## src/rtl/des_ks_pkg.sv

```systemverilog
`timescale 1ns / 1ps

package des_ks_pkg;

  localparam int unsigned KEY_BITS    = 64;
  localparam int unsigned HALF_BITS   = 28;
  localparam int unsigned CD_BITS     = 2 * HALF_BITS;
  localparam int unsigned SUBKEY_BITS = 48;
  localparam int unsigned ROUNDS      = 16;
  localparam int unsigned ROUND_BITS  = 4;

  localparam logic [ROUND_BITS-1:0] LAST_ROUND = ROUND_BITS'(ROUNDS - 1);

  typedef logic [HALF_BITS-1:0]   half_t;
  typedef logic [CD_BITS-1:0]     cd_t;
  typedef logic [SUBKEY_BITS-1:0] subkey_t;
  typedef logic [ROUND_BITS-1:0]  round_t;

  // Bit positions are numbered from 1 at the most significant end.
  localparam logic [6:0] PC1_TAB [CD_BITS] = '{
    7'd57, 7'd49, 7'd41, 7'd33, 7'd25, 7'd17, 7'd9,  7'd1,  7'd58, 7'd50,
    7'd42, 7'd34, 7'd26, 7'd18, 7'd10, 7'd2,  7'd59, 7'd51, 7'd43, 7'd35,
    7'd27, 7'd19, 7'd11, 7'd3,  7'd60, 7'd52, 7'd44, 7'd36, 7'd63, 7'd55,
    7'd47, 7'd39, 7'd31, 7'd23, 7'd15, 7'd7,  7'd62, 7'd54, 7'd46, 7'd38,
    7'd30, 7'd22, 7'd14, 7'd6,  7'd61, 7'd53, 7'd45, 7'd37, 7'd29, 7'd21,
    7'd13, 7'd5,  7'd28, 7'd20, 7'd12, 7'd4
  };

  localparam logic [5:0] PC2_TAB [SUBKEY_BITS] = '{
    6'd14, 6'd17, 6'd11, 6'd24, 6'd1,  6'd5,  6'd3,  6'd28, 6'd15, 6'd6,
    6'd21, 6'd10, 6'd23, 6'd19, 6'd12, 6'd4,  6'd26, 6'd8,  6'd16, 6'd7,
    6'd27, 6'd20, 6'd13, 6'd2,  6'd41, 6'd52, 6'd31, 6'd37, 6'd47, 6'd55,
    6'd30, 6'd40, 6'd51, 6'd45, 6'd33, 6'd48, 6'd44, 6'd49, 6'd39, 6'd56,
    6'd34, 6'd53, 6'd46, 6'd42, 6'd50, 6'd36, 6'd29, 6'd32
  };

  localparam logic [1:0] SHIFT_TAB [ROUNDS] = '{
    2'd1, 2'd1, 2'd2, 2'd2, 2'd2, 2'd2, 2'd2, 2'd2,
    2'd1, 2'd2, 2'd2, 2'd2, 2'd2, 2'd2, 2'd2, 2'd1
  };

  function automatic cd_t pc1(input logic [KEY_BITS-1:0] key);
    cd_t cd;
    cd = '0;
    for (int i = 0; i < CD_BITS; i++) begin
      cd[CD_BITS-1-i] = key[6'(KEY_BITS - PC1_TAB[i])];
    end
    return cd;
  endfunction

  function automatic subkey_t pc2(input cd_t cd);
    subkey_t sk;
    sk = '0;
    for (int i = 0; i < SUBKEY_BITS; i++) begin
      sk[SUBKEY_BITS-1-i] = cd[6'(CD_BITS - PC2_TAB[i])];
    end
    return sk;
  endfunction

  function automatic half_t rotl(input half_t v, input logic [1:0] n);
    half_t r;
    if (n == 2'd2) begin
      r = {v[HALF_BITS-3:0], v[HALF_BITS-1:HALF_BITS-2]};
    end else begin
      r = {v[HALF_BITS-2:0], v[HALF_BITS-1]};
    end
    return r;
  endfunction

endpackage

```

## src/rtl/des_ks_front.sv

```systemverilog
`timescale 1ns / 1ps

// Accepts keys and registers the key-permuted halves.
module des_ks_front (
  input  logic                clk,
  input  logic                rst,
  input  logic [63:0]         key,
  input  logic                key_valid,
  output logic                key_ready,
  output des_ks_pkg::cd_t     cd,
  output logic                cd_valid,
  input  logic                cd_ready
);

  logic v;

  assign key_ready = !v || cd_ready;
  assign cd_valid  = v;

  always_ff @(posedge clk) begin
    if (rst) begin
      v <= 1'b0;
    end else if (key_valid && key_ready) begin
      v <= 1'b1;
    end else if (cd_ready) begin
      v <= 1'b0;
    end
  end

  always_ff @(posedge clk) begin
    if (key_valid && key_ready) begin
      cd <= des_ks_pkg::pc1(key);
    end
  end

endmodule

```

## src/rtl/des_ks_fifo.sv

```systemverilog
`timescale 1ns / 1ps

// Short queue of permuted halves between front and back.
module des_ks_fifo #(
  parameter int unsigned DEPTH = 2
) (
  input  logic            clk,
  input  logic            rst,
  input  des_ks_pkg::cd_t wr_data,
  input  logic            wr_valid,
  output logic            wr_ready,
  output des_ks_pkg::cd_t rd_data,
  output logic            rd_valid,
  input  logic            rd_ready
);

  localparam int unsigned PW = (DEPTH > 1) ? $clog2(DEPTH) : 1;
  localparam int unsigned CW = $clog2(DEPTH + 1);

  des_ks_pkg::cd_t mem [DEPTH];
  logic [PW-1:0] wptr;
  logic [PW-1:0] rptr;
  logic [CW-1:0] count;
  logic          push;
  logic          pop;

  assign wr_ready = count != CW'(DEPTH);
  assign rd_valid = count != '0;
  assign push     = wr_valid && wr_ready;
  assign pop      = rd_valid && rd_ready;
  assign rd_data  = mem[rptr];

  always_ff @(posedge clk) begin
    if (rst) begin
      wptr  <= '0;
      rptr  <= '0;
      count <= '0;
    end else begin
      if (push) begin
        wptr <= (wptr == PW'(DEPTH - 1)) ? '0 : wptr + 1'b1;
      end
      if (pop) begin
        rptr <= (rptr == PW'(DEPTH - 1)) ? '0 : rptr + 1'b1;
      end
      if (push && !pop) begin
        count <= count + 1'b1;
      end else if (pop && !push) begin
        count <= count - 1'b1;
      end
    end
  end

  always_ff @(posedge clk) begin
    if (push) begin
      mem[wptr] <= wr_data;
    end
  end

endmodule

```

## src/rtl/des_ks_back.sv

```systemverilog
`timescale 1ns / 1ps

// Round sequencer: one rotation and compression permutation per cycle
// while the output is not stalled, result held in an output register.
module des_ks_back (
  input  logic                clk,
  input  logic                rst,
  input  des_ks_pkg::cd_t     cd,
  input  logic                cd_valid,
  output logic                cd_ready,
  output logic [47:0]         subkey,
  output logic [3:0]          round_index,
  output logic                last,
  output logic                subkey_valid,
  input  logic                subkey_ready
);

  des_ks_pkg::half_t  c;
  des_ks_pkg::half_t  d;
  des_ks_pkg::half_t  c_next;
  des_ks_pkg::half_t  d_next;
  des_ks_pkg::round_t rnd;
  logic               active;
  logic               step;
  logic               load;

  assign step     = active && (!subkey_valid || subkey_ready);
  assign cd_ready = !active || (step && rnd == des_ks_pkg::LAST_ROUND);
  assign load     = cd_valid && cd_ready;

  assign c_next = des_ks_pkg::rotl(c, des_ks_pkg::SHIFT_TAB[rnd]);
  assign d_next = des_ks_pkg::rotl(d, des_ks_pkg::SHIFT_TAB[rnd]);

  always_ff @(posedge clk) begin
    if (rst) begin
      active       <= 1'b0;
      rnd          <= '0;
      subkey_valid <= 1'b0;
    end else begin
      if (step) begin
        subkey_valid <= 1'b1;
      end else if (subkey_ready) begin
        subkey_valid <= 1'b0;
      end
      // a new key loads on the same edge as the previous key's final round
      if (load) begin
        active <= 1'b1;
        rnd    <= '0;
      end else if (step) begin
        rnd <= rnd + 1'b1;
        if (rnd == des_ks_pkg::LAST_ROUND) begin
          active <= 1'b0;
        end
      end
    end
  end

  always_ff @(posedge clk) begin
    if (load) begin
      c <= cd[des_ks_pkg::CD_BITS-1:des_ks_pkg::HALF_BITS];
      d <= cd[des_ks_pkg::HALF_BITS-1:0];
    end else if (step) begin
      c <= c_next;
      d <= d_next;
    end
    if (step) begin
      subkey      <= des_ks_pkg::pc2({c_next, d_next});
      round_index <= rnd;
      last        <= rnd == des_ks_pkg::LAST_ROUND;
    end
  end

endmodule

```

## src/rtl/des_key_schedule.sv

```systemverilog
`timescale 1ns / 1ps

// DES key schedule. Each key item yields sixteen subkey items, rounds 0
// through 15 in order, with last set on the final round. The front takes
// a key whenever its register or the queue behind it has room and applies
// the key permutation that drops the parity bits; the back pulls halves
// from the queue and, while the subkey side is not stalled, runs one round
// per cycle (rotate both halves, then the compression permutation) into an
// output register, and the next key's first round follows the previous
// key's last round with no gap. From an empty pipe, an accepted key passes
// the front register, the queue, the back's half registers and the output
// register before its first subkey appears. Up to QUEUE_DEPTH + 1 keys can
// be taken ahead of the key in progress, so the key side stalls only once
// all of those slots are full while the subkey side waits.
module des_key_schedule #(
  parameter int unsigned QUEUE_DEPTH = 2  // keys buffered, 1 or more
) (
  input  logic        clk,
  input  logic        rst,
  input  logic [63:0] key,
  input  logic        key_valid,
  output logic        key_ready,
  output logic [47:0] subkey,
  output logic [3:0]  round_index,
  output logic        last,
  output logic        subkey_valid,
  input  logic        subkey_ready
);

  // front -> queue
  des_ks_pkg::cd_t f_cd;
  logic            f_valid;
  logic            f_ready;
  // queue -> back
  des_ks_pkg::cd_t q_cd;
  logic            q_valid;
  logic            q_ready;

  des_ks_front u_front (
    .clk       (clk),
    .rst       (rst),
    .key       (key),
    .key_valid (key_valid),
    .key_ready (key_ready),
    .cd        (f_cd),
    .cd_valid  (f_valid),
    .cd_ready  (f_ready)
  );

  des_ks_fifo #(
    .DEPTH (QUEUE_DEPTH)
  ) u_fifo (
    .clk      (clk),
    .rst      (rst),
    .wr_data  (f_cd),
    .wr_valid (f_valid),
    .wr_ready (f_ready),
    .rd_data  (q_cd),
    .rd_valid (q_valid),
    .rd_ready (q_ready)
  );

  des_ks_back u_back (
    .clk          (clk),
    .rst          (rst),
    .cd           (q_cd),
    .cd_valid     (q_valid),
    .cd_ready     (q_ready),
    .subkey       (subkey),
    .round_index  (round_index),
    .last         (last),
    .subkey_valid (subkey_valid),
    .subkey_ready (subkey_ready)
  );

endmodule
```

## config.mk

```make
export PLATFORM = sky130hd
export DESIGN_NAME = des_key_schedule
export DESIGN_NICKNAME = d
export VERILOG_FILES = /design/src/rtl/des_ks_pkg.sv /design/src/rtl/des_ks_front.sv /design/src/rtl/des_ks_fifo.sv /design/src/rtl/des_ks_back.sv /design/src/rtl/des_key_schedule.sv
export SDC_FILE = /design/constraint.sdc
export NUM_CORES = 1
export LEC_CHECK = 0
export ABC_AREA = 1
export BUFFER_PORTS_ARGS = -buffer_cell sky130_fd_sc_hd__buf_4
export CORE_UTILIZATION = 55
export CTS_CLUSTER_SIZE = 24
export DETAILED_ROUTE_END_ITERATION = 12
export PLACE_DENSITY = 0.75
export SYNTH_ARGS = -nofsm -noshare
export SYNTH_HDL_FRONTEND = slang
export SYNTH_SLANG_ARGS = --single-unit
```

## constraint.sdc

```tcl
create_clock -name clk -period 6.45 [get_ports clk]
set_input_delay 0.645 -clock clk [delete_from_list [all_inputs] [get_ports clk]]
set_output_delay 0.645 -clock clk [all_outputs]
set_load 0.03 [all_outputs]
```

# ---- Yosys cells after proc, flatten, opt, wreduce, memory -nomap -nowiden
# Memory sizes are Yosys's and may differ from the RTL's. A register that Yosys moved wholly into a read port is not among the register bits.
# Index checks and enable logic that the tools add are counted.
dict set report word_totals {
  regBits 176
  ram_bits 112
  rom_bits 32
  output_inout_bits 55
  wordCells 71
  mem_count 2
}
dict set report classes {
  n_addsub 5
  order_cmp 1
  eq_ne 3
  mux 23
  n_bitwise 1
  n_reduce_logical 23
}
# memory depth width read_ports rd_ports_with_merged_regs write_ports line
set memory_table {}
lappend memory_table {u_fifo.mem 2 56 1 1 1 des_ks_fifo.sv:20} ;# des_ks_pkg::cd_t mem [DEPTH];
lappend memory_table {{(name not given)} 16 2 1 0 0 des_ks_back.sv:31} ;# assign c_next = des_ks_pkg::rotl(c, des_ks_pkg::SHIFT_TAB[rnd]);
# op n
set ops {}
lappend ops {{$mux W28} 6}
lappend ops {{$mux W1} 13}
lappend ops {{$reduce_bool A2 Y1} 6}
lappend ops {{$mux W2} 4}
lappend ops {{$logic_and A1 B1 Y1} 7}
lappend ops {{$ge A5 B5 Y1 const B} 1}
lappend ops {{$logic_not A1 Y1} 5}
lappend ops {{$not A4 Y5} 1}
lappend ops {{$add A4 B1 Y4 const B} 1}
lappend ops {{$eq A4 B4 Y1 const B} 1}
lappend ops {{$logic_or A1 B1 Y1} 3}
lappend ops {{$add A1 B1 Y1 const B} 2}
lappend ops {{$add A2 B1 Y2 const B} 1}
lappend ops {{$eq A2 B2 Y1 const B} 1}
lappend ops {{$ne A2 B2 Y1 const B} 1}
lappend ops {{$reduce_and A2 Y1} 1}
lappend ops {{$reduce_or A2 Y1} 1}
lappend ops {{$sub A2 B1 Y2 const B} 1}

# ---- Depth between registers and ports, before layout
dict set report logic_depth {
  depth_word 9
  depth_mapped 13
  mapped_depth_nobuf 12
}

# ---- By module
# Synthesis repeated with hierarchy kept, for this count alone.
dict set report unflattened {
  cells_unflattened 856
  area_unflattened_um2 11832.6
}
# mod instances cells_each area_each_um2 seq_area_each_um2
set modules_own_cells {}
lappend modules_own_cells {des_ks_back 1 583 5659.2 3393.3}
lappend modules_own_cells {des_ks_fifo 1 211 4444.3 3463.3}
lappend modules_own_cells {des_ks_front 1 62 1729.2 1701.6}

# ---- Worst setup path before layout
# No wires, ideal clock.
dict set report synth_path {
  path_kind {register -> register}
  start {reg u_fifo.count[1]}
  end {mem u_fifo.mem[1][0] (netlist name), enable pin}
  setup_ps 472
  arrival_ps 2891
  t_required_ps 5978
  slack_ps 3088
  path_stages_with_launch 4
  period_less_slack_ps 3362
  path_cell_list {dfxtp_1 > inv_1 > o21ai_0 > nor2_1}
}
dict set report synth_between {
  elab_chain_len 4
}
# item line
set synth_rtl {}
lappend synth_rtl {{start, declared} des_ks_fifo.sv:23} ;# logic [CW-1:0] count;
lappend synth_rtl {{start signal, assigned} des_ks_fifo.sv:46} ;# count <= count + 1'b1;
lappend synth_rtl {{start signal, assigned} des_ks_fifo.sv:48} ;# count <= count - 1'b1;
lappend synth_rtl {{$ne A2 B2 Y1} des_ks_fifo.sv:27} ;# assign wr_ready = count != CW'(DEPTH);
lappend synth_rtl {{$logic_and A1 B1 Y1} des_ks_fifo.sv:29} ;# assign push = wr_valid && wr_ready;
lappend synth_rtl {{$mux W1} des_ks_fifo.sv:54} ;# if (push) begin
lappend synth_rtl {{$mux W1 (implied by the code)} des_ks_fifo.sv:55} ;# mem[wptr] <= wr_data;
lappend synth_rtl {{end, declared} des_ks_fifo.sv:20}
# Every way passes these cells.

# ---- Worst setup path after layout
dict set report layout_path {
  start {reg u_back.rnd[1]}
  end {reg u_back.c[6], enable pin}
}
dict set report layout_between {
  elab_chain_len 5
}
# item line
set layout_rtl {}
lappend layout_rtl {{start, declared} des_ks_back.sv:22} ;# des_ks_pkg::round_t rnd;
lappend layout_rtl {{start signal, assigned} des_ks_back.sv:50} ;# rnd <= rnd + 1'b1;
lappend layout_rtl {{$eq A4 B4 Y1} des_ks_back.sv:28} ;# assign cd_ready = !active || (step && rnd == des_ks_pkg::LAST_ROUND);
lappend layout_rtl {{$logic_and A1 B1 Y1} des_ks_back.sv:28}
lappend layout_rtl {{$logic_or A1 B1 Y1} des_ks_back.sv:28}
lappend layout_rtl {{$logic_and A1 B1 Y1} des_ks_back.sv:29} ;# assign load = cd_valid && cd_ready;
lappend layout_rtl {{$reduce_bool A2 Y1 (no source line)} n/a}
lappend layout_rtl {{end signal, assigned} des_ks_back.sv:60} ;# c <= cd[des_ks_pkg::CD_BITS-1:des_ks_pkg::HALF_BITS];
lappend layout_rtl {{end signal, assigned} des_ks_back.sv:63} ;# c <= c_next;
lappend layout_rtl {{end, declared} des_ks_back.sv:18} ;# des_ks_pkg::half_t c;
# Every way passes these cells.
# A chain may end at the register's enable or synchronous reset.

==> results.md <==
### Floorplan
- **horizontal die dimension** 148 um
- **row count** 53
- **area of the placeable core** 21,000 um2
- **IO Pins** 123
- **overall die area** 21,900 um2
- **height of the die** 148 um
- **starting density of the core** 55.9%

### Timing
- **Setup-failing EPs final** 0
- **unrepaired setup endpoints after global routing** no
- **Worst Clk Skew** 0.0169 ns
- **transition at the pin with the smallest max-transition slack** 1.12 ns
- **Setup TNS** 0 ns
- **post-layout minimum cycle time** 3.38 ns
- **Final Max Slew Viols** 0
- **f_max** 0.295 GHz
- **Max transition margin** 24.9%
- **endpoints failing hold** 0
- **fin crit share** 52.5%

### Synthesis
- **post-synth cell types** 21
- **post-synthesis instance area** 11,700 um2
- **Syn. warnings** 0
- **count of flip-flops with a built-in enable after synthesis** 277
- **sequential element share of the synthesized area** 73.1%
- **Synthesized Nets** 1,029
- **most instantiated flip-flop cell in the synthesis netlist** edfxtp_1
- **number of standard cells after synthesis** 957
- **Post-Synthesis Mean Instance Area** 12.2 um2
- **synthesis-stage register bit count** 289
- **Async SR Flop Fraction** 0%

### Worst setup path
- **slack of the worst reg-to-reg path** 3.07 ns
- **Required @ worst endpoint** 6.60 ns
- **startpoint of the lowest-slack register-to-register path** u_back.rnd[1]
- **Worst setup EP type** flop
- **R2R Path End** u_back.c[6]
- **number of cells traversed by the worst register-to-register path** 8
- **critical path arrival** 3.54 ns
- **type of the worst setup path** reg -> reg
- **Worst setup SP type** flop
- **highest fanout seen on the critical path** 60

### Worst hold path
- **hold path startpoint** key[22]
- **type of the worst min-delay path** in -> reg
- **hold path depth** 1
- **end point of the most critical hold path** u_front.cd[45]

### Power and ir drop
- **VDD IR max** 0.367 mV
- **power per unit of standard cell area** 488 nW/um2
- **Leakage Power** 0.00549 uW

### Place
- **global placement routability congestion** 0.760
- **cell count after placement** 1,307
- **half-perimeter wire length after detailed placement** 12,200 um
- **DP Area** 12,700 um2
- **count of port buffers added during placement** 114

### Global route
- **maximum number of pins on one net before global-route repair** 63
- **antenna violations before repair** 0
- **vias in the first global route** 6,595
- **overflow left after global routing** 0
- **total routing usage reported by global routing** 19.1%
- **wire length of the first global-routing pass** 32,500 um

### Route
- **routed wl met2** 10,200 um
- **initial drt markers** 534
- **total via count in the routed design** 7,017
- **total iterations of the first detailed-routing run** 5
- **wire length on met3** 1230 um
- **post-detailed-route count of antenna-violating nets** 0
- **final routed wirelength across all metal layers** 20,500 um
- **Routed wire per std cell** 15.1 um
- **number of DRC violations after detailed routing** 0
- **Post-Route M1 WL** 8700 um
- **highest layer used for signal routing** met4
- **post-detailed-route via-to-cell ratio** 5.16

### Clocking
- **clock tree root driver cell** clkbuf_16
- **TritonCTS clock tree** yes
- **Inserted Clock Buffers** 28
- **total number of H-tree levels** 1
- **register clock-pin slew on the reported worst setup and hold paths** 0.06 ns
- **clock sinks** 289
- **later-pin clock latency in the skew report** 0.54 ns
- **post-cts repair resize count** 0
- **clock buffer depth** 3
- **number of buffers inserted by hold repair at cts** 0
- **# Post-CTS Setup Buffers** 0

### Cells and area
- **final instance area** 13,700 um2
- **Area growth syn-to-layout** 16.9%
- **diode insertion count for antenna repair** 0
- **post-route insts no fill** 1,359
- **share of layout cells above drive strength 1** 17.1%
- **Filler cells** 1,534
- **number of nets in the finished design** 1,134

### Status
- **outcome** finished clean

### Run
- **max capacitance violation total** 0

==> critical path, cell delays in order (launching register included) <==
cell,delay [ns]
dfxtp_1,0.49
ha_1,0.26
nand2_1,0.07
nor2_2,0.13
nand2_2,0.07
nand2_4,0.52
nand2_4,0.60
nand2_2,0.17
buf_4,0.61
==> registers in the layout, summed over array words and instances (netlist names), named ones only <==
name / flops
u_back.subkey_valid: 1
u_fifo.mem: 112
u_front.cd: 56
u_back.round_index: 4
u_fifo.wptr: 1
u_back.c: 28
u_front.cd_valid: 1
u_back.d: 28
u_back.last: 1
u_fifo.count: 2
u_back.active: 1
u_back.rnd: 4
u_fifo.rptr: 1
u_back.subkey: 48
==> worst max path at each step <==
stage | from | end | cells after the start
finish | u_back.rnd[1] | u_back.c[6] | 8
floorplan | u_fifo.count[1] | u_fifo.mem[1][0] | 3
detailed placement | u_back.rnd[1] | u_back.c[15] | 8
CTS | u_back.rnd[1] | u_back.c[0] | 8
global route | u_back.rnd[1] | u_back.c[24] | 8
global placement | u_back.rnd[1] | u_back.c[9] | 8
==> synth_stat cells (4+ instances only) <==
master,number,area (um2)
a21oi_1,8,40.0
and2_1,48,300
buf_2,20,100
buf_4,6,45.0
buf_6,12,135
clkbuf_1,10,37.5
dfxtp_1,12,240
edfxtp_1,277,8320
ha_1,4,50.1
inv_1,124,465
nand2_1,183,687
nand3_1,171,856
nor2_1,11,41.3
o21ai_0,60,300
==> per-layer routing <==
layer,up-vias,track usage (%)
met5,-,0
met1,3269,24.9
met4,0,6.70
li1,3477,-
met3,39,3.12
met2,232,32.7
==> power by group <==
part / switching (uW) / internal [uW]
combinational: 1380 / 638
clock: 663 / 1060
sequential: 167 / 2770
==> cells in the final DEF, fill, tap and decap left out, types with 8 or more instances in the layout <==
cell | synthesis | routed
and2_1 | 48 | 48
clkbuf_16 | 0 | 29
nor2_1 | 11 | 9
o21ai_0 | 60 | 60
nand2_1 | 183 | 179
a21oi_1 | 8 | 8
nand3_1 | 171 | 171
dfxtp_1 | 12 | 11
inv_1 | 124 | 122
edfxtp_1 | 277 | 277
buf_4 | 6 | 123
==> cells by family after synthesis <==
logic type	count (synthesis)	share of synthesized area (%)
AND/OR/NAND/NOR	418	16.5
flip-flops	289	73.1
buffers and inverters	173	6.72
AO/OA/AOI/OAI	71	3.13
adder cells (fa/ha/maj)	4	0.428
XOR/XNOR	2	0.150
==> final cells by class <==
type / count / area [um2] / area share, %
Timing Repair Buffer: 123 / 923 / 6.75
Sequential cell: 289 / 8560 / 62.6
Multi-Input combinational cell: 495 / 2390 / 17.5
Clock inverter: 18 / 250 / 1.83
Tap cell: 275 / 344 / 2.51
Clock buffer: 34 / 744 / 5.44
Inverter: 125 / 469 / 3.43
==> through the flow <==
step                      utilization, %  hold slack [ns]  setup WS, ns  power [uW]
after floorplan                        -            0.408          3.09        4470
after global placement              60.6            0.416          3.18        4920
after detailed placement            60.6            0.430          3.11        4980
after CTS                           65.3            0.267          3.08        6710
after global routing                65.3            0.266          2.76        7060
final                               65.3            0.282          3.07        6680
Note: power is estimated with default switching activity, not from simulation.
